### src/sv/assert_macros.svh
// Assertion macros included by the block's top-level RTL file.
// Depends on nothing; the including module supplies clk and rst_n.
`ifndef ASSERT_MACROS_SVH
`define ASSERT_MACROS_SVH
`ifndef SYNTHESIS
`define ASSERT_IMPL(label, ante, cons, msg) \
    label: assert property (@(posedge clk) disable iff (!rst_n) (ante) |-> (cons)) \
        else $error(msg);
`define ASSERT_NEXT(label, ante, cons, msg) \
    label: assert property (@(posedge clk) disable iff (!rst_n) (ante) |=> (cons)) \
        else $error(msg);
`else
`define ASSERT_IMPL(label, ante, cons, msg)
`define ASSERT_NEXT(label, ante, cons, msg)
`endif
`endif

### src/sv/bfs_pkg.sv
// Package for the biased factor SGD step: sizes, fixed-point constants,
// request and result types, register indexes and the saturation function.
// Depends on nothing.
package bfs_pkg;

    localparam int NUM_USERS = 1024;
    localparam int NUM_ITEMS = 2048;
    localparam int RANK      = 16;

    localparam int DATA_W     = 32;
    localparam int FRAC_W     = 24;
    localparam int RATE_W     = 24;
    localparam int VALUE_W    = 31;
    localparam int USER_W     = 10;
    localparam int ITEM_W     = 11;
    localparam int CFG_IDX_W  = 3;
    localparam int CFG_DATA_W = 31;

    localparam int PR_W  = 2 * DATA_W - FRAC_W;
    localparam int ACC_W = PR_W + $clog2(RANK) + 2;
    localparam int SUM_W = ACC_W + 1;

    localparam int UF_DEPTH = NUM_USERS * RANK;
    localparam int IF_DEPTH = NUM_ITEMS * RANK;
    localparam int UB_AW    = $clog2(NUM_USERS);
    localparam int IB_AW    = $clog2(NUM_ITEMS);
    localparam int UF_AW    = $clog2(UF_DEPTH);
    localparam int IF_AW    = $clog2(IF_DEPTH);
    localparam int K_W      = (RANK > 1) ? $clog2(RANK) : 1;
    localparam int CLR_LEN  = (IF_DEPTH > UF_DEPTH) ? IF_DEPTH : UF_DEPTH;
    localparam int CLR_W    = $clog2(CLR_LEN);

    localparam logic signed [DATA_W-1:0] INIT_WEIGHT = 32'sd1677722;
    localparam logic signed [DATA_W-1:0] DATA_MAX    = 32'sh7FFF_FFFF;
    localparam logic signed [DATA_W-1:0] DATA_MIN    = 32'sh8000_0000;
    localparam logic signed [2*DATA_W-1:0] ROUND_HALF =
        (2*DATA_W)'(64'sd1 <<< (FRAC_W - 1));

    localparam logic [VALUE_W-1:0] GA_RESET = '0;
    localparam logic [RATE_W-1:0]  BR_RESET = 24'd16777;
    localparam logic [RATE_W-1:0]  FR_RESET = 24'd16777;
    localparam logic [RATE_W-1:0]  BD_RESET = 24'd167772;
    localparam logic [RATE_W-1:0]  FD_RESET = 24'd671089;

    typedef enum logic [CFG_IDX_W-1:0] {
        CFG_GLOBAL_AVERAGE = 3'd0,
        CFG_BIAS_RATE      = 3'd1,
        CFG_FACTOR_RATE    = 3'd2,
        CFG_BIAS_DECAY     = 3'd3,
        CFG_FACTOR_DECAY   = 3'd4
    } bfs_cfg_t;

    typedef enum logic {
        FUNC_TRAIN   = 1'b0,
        FUNC_PREDICT = 1'b1
    } bfs_func_t;

    typedef struct packed {
        bfs_func_t           func;
        logic [USER_W-1:0]   user_index;
        logic [ITEM_W-1:0]   item_index;
        logic [VALUE_W-1:0]  rating;
    } bfs_in_t;

    typedef struct packed {
        logic signed [DATA_W-1:0] prediction;
        logic signed [DATA_W-1:0] residual;
    } bfs_out_t;

    typedef struct packed {
        logic signed [DATA_W-1:0] a;
        logic signed [DATA_W-1:0] b;
    } bfs_mul_op_t;

    function automatic logic signed [DATA_W-1:0] sat_data(input logic signed [SUM_W-1:0] x);
        logic signed [DATA_W-1:0] r;
        if (x[SUM_W-1:DATA_W-1] == {(SUM_W-DATA_W+1){x[SUM_W-1]}})
            r = x[DATA_W-1:0];
        else if (x[SUM_W-1])
            r = DATA_MIN;
        else
            r = DATA_MAX;
        return r;
    endfunction

endpackage

### src/sv/bfs_mul.sv
// Shared multiply unit: registered 32x32 signed product, rounded back to Q.24.
// Depends on bfs_pkg.
module bfs_mul
    import bfs_pkg::*;
(
    input  logic                     clk,
    input  bfs_mul_op_t              op,
    output logic signed [PR_W-1:0]   rnd
);

    logic signed [2*DATA_W-1:0] prod_reg;
    logic signed [2*DATA_W-1:0] prod_next;
    logic signed [2*DATA_W-1:0] biased;

    assign prod_next = op.a * op.b;

    always_ff @(posedge clk)
    begin
        prod_reg <= prod_next;
    end

    // Round half up, then an arithmetic shift by the fraction width.
    assign biased = prod_reg + ROUND_HALF;
    assign rnd    = biased[2*DATA_W-1:FRAC_W];

endmodule

### config.mk
export PLATFORM = sky130hd
export DESIGN_NAME = bfs_mul
export DESIGN_NICKNAME = d
export VERILOG_FILES = /design/src/sv/assert_macros.svh /design/src/sv/bfs_pkg.sv /design/src/sv/bfs_mul.sv
export SDC_FILE = /design/constraint.sdc
export NUM_CORES = 2
export LEC_CHECK = 0
export BUFFER_PORTS_ARGS = -buffer_cell sky130_fd_sc_hd__buf_2
export CAP_MARGIN = 10
export CORE_MARGIN = 1.5
export CORE_UTILIZATION = 29
export CTS_CLUSTER_SIZE = 24
export DETAILED_ROUTE_END_ITERATION = 10
export GPL_TIMING_DRIVEN = 0
export PLACE_DENSITY = 0.54
export SLEW_MARGIN = 10
export SYNTH_ARGS = -nofsm -noshare
export SYNTH_HDL_FRONTEND = slang
export SYNTH_SLANG_ARGS = --single-unit
### constraint.sdc
create_clock -name clk -period 9.8 [get_ports clk]
set_input_delay 0.98 -clock clk [delete_from_list [all_inputs] [get_ports clk]]
set_output_delay 0.98 -clock clk [all_outputs]
set_load 0.005 [all_outputs]
==> summary.md <==
| Metric | Value |
|---|---|
| Crit path from | op[5] |
| First-pass detailed-route iteration total | 5 |
| Total I/O pin count | between 100 and 150 |
| GPL Wtd Cong | between 0.9 and 1 |
| Routed wire length | around 140000 µm |
| Post-synth EDFFs | 0 |
| Critical Path Fanout Max | 10 |
| Mapped Cells | 3899 |
| Die Wd | 359.3 µm |
| Die Span Y | 359.3 µm |
| TritonCTS clock tree | built |
| Htree depth | 2 |
| GRT overflow | 0 |
| Largest register FFs | ~40 |
| Cell Rows | 130 |
| Seq. cell area | 820.8 µm² |
| Status | finished, final reports clean |
| DR DRC count | 0 |
| Largest net degree at the start of global routing | 22 |
| Slew Limit Headroom | 6.806% |
| Post-route cell area | slightly below 40000 µm² |
| Post-synthesis sequential area ratio | 2.229% |
| Worst-Margin Slew | 1.398 ns |
| Yosys warns | 0 |
| Post-Syn Area | around 37000 µm² |
| Placed instance area | roughly 39000 µm² |
| Final hold violations | 0 |
| Number of global-route vias before repair | 29251 |
| Via count | between 20000 and 30000 |
| Highest-count cells in the layout ignoring fill and taps | 1078 x fa_1, 1006 x inv_1, 534 x nand2_1 |
| Reg clk slew, reported paths | 0.09 ns |
| Crit-path most repeated cell | fa_1 |
| Clock period minus worst slack | 9.513 ns |
| Final worst path period share | 97.07% |
| Initial DRC Count | 2069 |
| Root Buffer | clkbuf_16 |
| Post-DR wirelength/cell | 24.51 µm |
| Fillers | 13316 |
| Hpwl dp | roughly 120000 µm |
| CP startpoint kind | input pin |
| GRT Util Overall | 22.13% |
| Place WS | -1.032 ns |
| Antenna viol nets, final | 0 |
| Inserted Clock Buffers | 5 |
| Port bufs | 104 |
| Synth Net Count | 5226 |
| Synth Flop Type | dfxtp_1 |
| Worst Hold Slack | 1.711 ns |
| Setup ws final | between 0.2 and 0.3 ns |
| Core area | ~130000 µm² |
| Mean Syn Cell Area | 9.445 µm² |
| Critical Path End Type | flop |
| Clock sinks | 41 |
| Layout area overhead | 7.808% |
| Max Root-Sink Buffers | 2 |
| Asr flop ratio synth | 0% |
| Nets@finish | around 5300 |
| Synthesis-stage register bit count | 41 |
| HP Start | op[0] |
| Unrepaired setup endpoints after global routing | yes |
| Max Fclk | 0.1051 GHz |
| Hold Path Class | in -> reg |
| Die area | 129100 µm² |
| Commonest non-fill, non-tap cell in the layout | fa_1 |
| Multi-input gate area | 31510 µm² |
| Finish-stage setup viols | 0 |
| Antenna violations before repair | 39 |
| Critical Path AT | 9.80 ns |
| Initial core utilization | ~30% |
| Slowest cell on crit path | fa_2 |
| Worst Path Required | 10.08 ns |
| Slowest cell delay on critical path | 0.87 ns |
| Final Slew Violations | 0 |
| Vias per inst | 4.729 |
| Layout cells sized above 1 | roughly 3.7% |
| Max Cap Viol | 0 |
| Global-route wire length before repair | 204200 µm |
| Kind of critical path | in -> reg |
| Count of cell types in the netlist | 56 |
==> through the flow <==
| step | util [%] | cells | setup TNS, ns |
|---|---|---|---|
| floorplan | - | 3899 | 0 |
| global placement | 31.34 | 5653 | -5.664 |
| detailed placement | 31.36 | 5654 | -6.163 |
| CTS | 31.49 | 5661 | 0 |
| global route | 31.54 | 5667 | -0.06051 |
| finish | 31.58 | 5685 | 0 |
==> final timing paths <==
check / cells after the start / slack [ns] / endpoint
min: 6 / 1.71 / prod_reg[25]
max: 29 / 0.29 / prod_reg[63]
==> Yosys cell counts, types with 2 or more instances <==
cell | number | share of area (%)
o21ai_1 | 3 | 0.041
ha_1 | 181 | 6.1
fa_1 | 1081 | 59
and4_1 | 6 | 0.14
a21o_1 | 25 | 0.51
nand4_1 | 19 | 0.32
nand2_1 | 534 | 5.4
o21a_1 | 2 | 0.041
inv_1 | 1007 | 10
a31oi_1 | 8 | 0.14
dfxtp_1 | 41 | 2.2
o21bai_1 | 6 | 0.12
and2_1 | 498 | 8.5
o31a_1 | 2 | 0.048
nor2_1 | 60 | 0.61
o21ba_2 | 2 | 0.054
a211o_1 | 2 | 0.048
o21ai_0 | 15 | 0.20
or2_2 | 2 | 0.034
xnor2_1 | 60 | 1.4
a21oi_1 | 39 | 0.53
nand3_1 | 16 | 0.22
xor2_1 | 33 | 0.78
o211ai_1 | 4 | 0.082
nor3_1 | 3 | 0.041
nand2b_1 | 11 | 0.19
a211oi_1 | 3 | 0.061
clkbuf_1 | 194 | 2.0
and3_1 | 10 | 0.17
nor2b_1 | 6 | 0.10
==> layout make-up <==
type / count / share of cell area, %
diodes: 20 / 0.1261
plain buffers: 193 / 1.885
inverters: 1007 / 9.530
repair buffers: 109 / 1.437
multi-input cells: 2657 / 79.38
clock buffers: 5 / 0.3152
flip-flops and latches: 41 / 2.067
clock inverters: 3 / 0.06303
well taps: 1650 / 5.200
==> kinds of logic after synthesis <==
family / synth area share (%)
adder cells (fa/ha/maj): 64.92
AND/OR/NAND/NOR: 15.90
AO/OA/AOI/OAI: 2.497
buffers and inverters: 12.24
XOR/XNOR: 2.212
flip-flops: 2.229
==> worst max-delay path, delay by kind of cell <==
family | cells | cell delay, ns
buf+inv | 9 | 1.80
fa+ha+maj | 9 | 4.75
compound gates | 9 | 1.85
simple gates | 1 | 0.23
xor+xnor | 1 | 0.16
==> what timing repair did <==
action                     CTS  global route
gates resized for setup      5            20
setup endpoints to repair    8             7
hold buffers                 0             0
setup buffers                0             4
==> layer usage <==
layer  up-vias  GRT usage [%]  routed length (µm)
met5         -              0                 118
met4        20          9.704                7160
met3       288          4.176               12170
met2      1166          36.01               65410
met1     14160          28.63               54450
li1      11251              -                   -
Power is not shown: default switching activity piles up to over one toggle a cycle in this logic, so the estimate is an artifact.
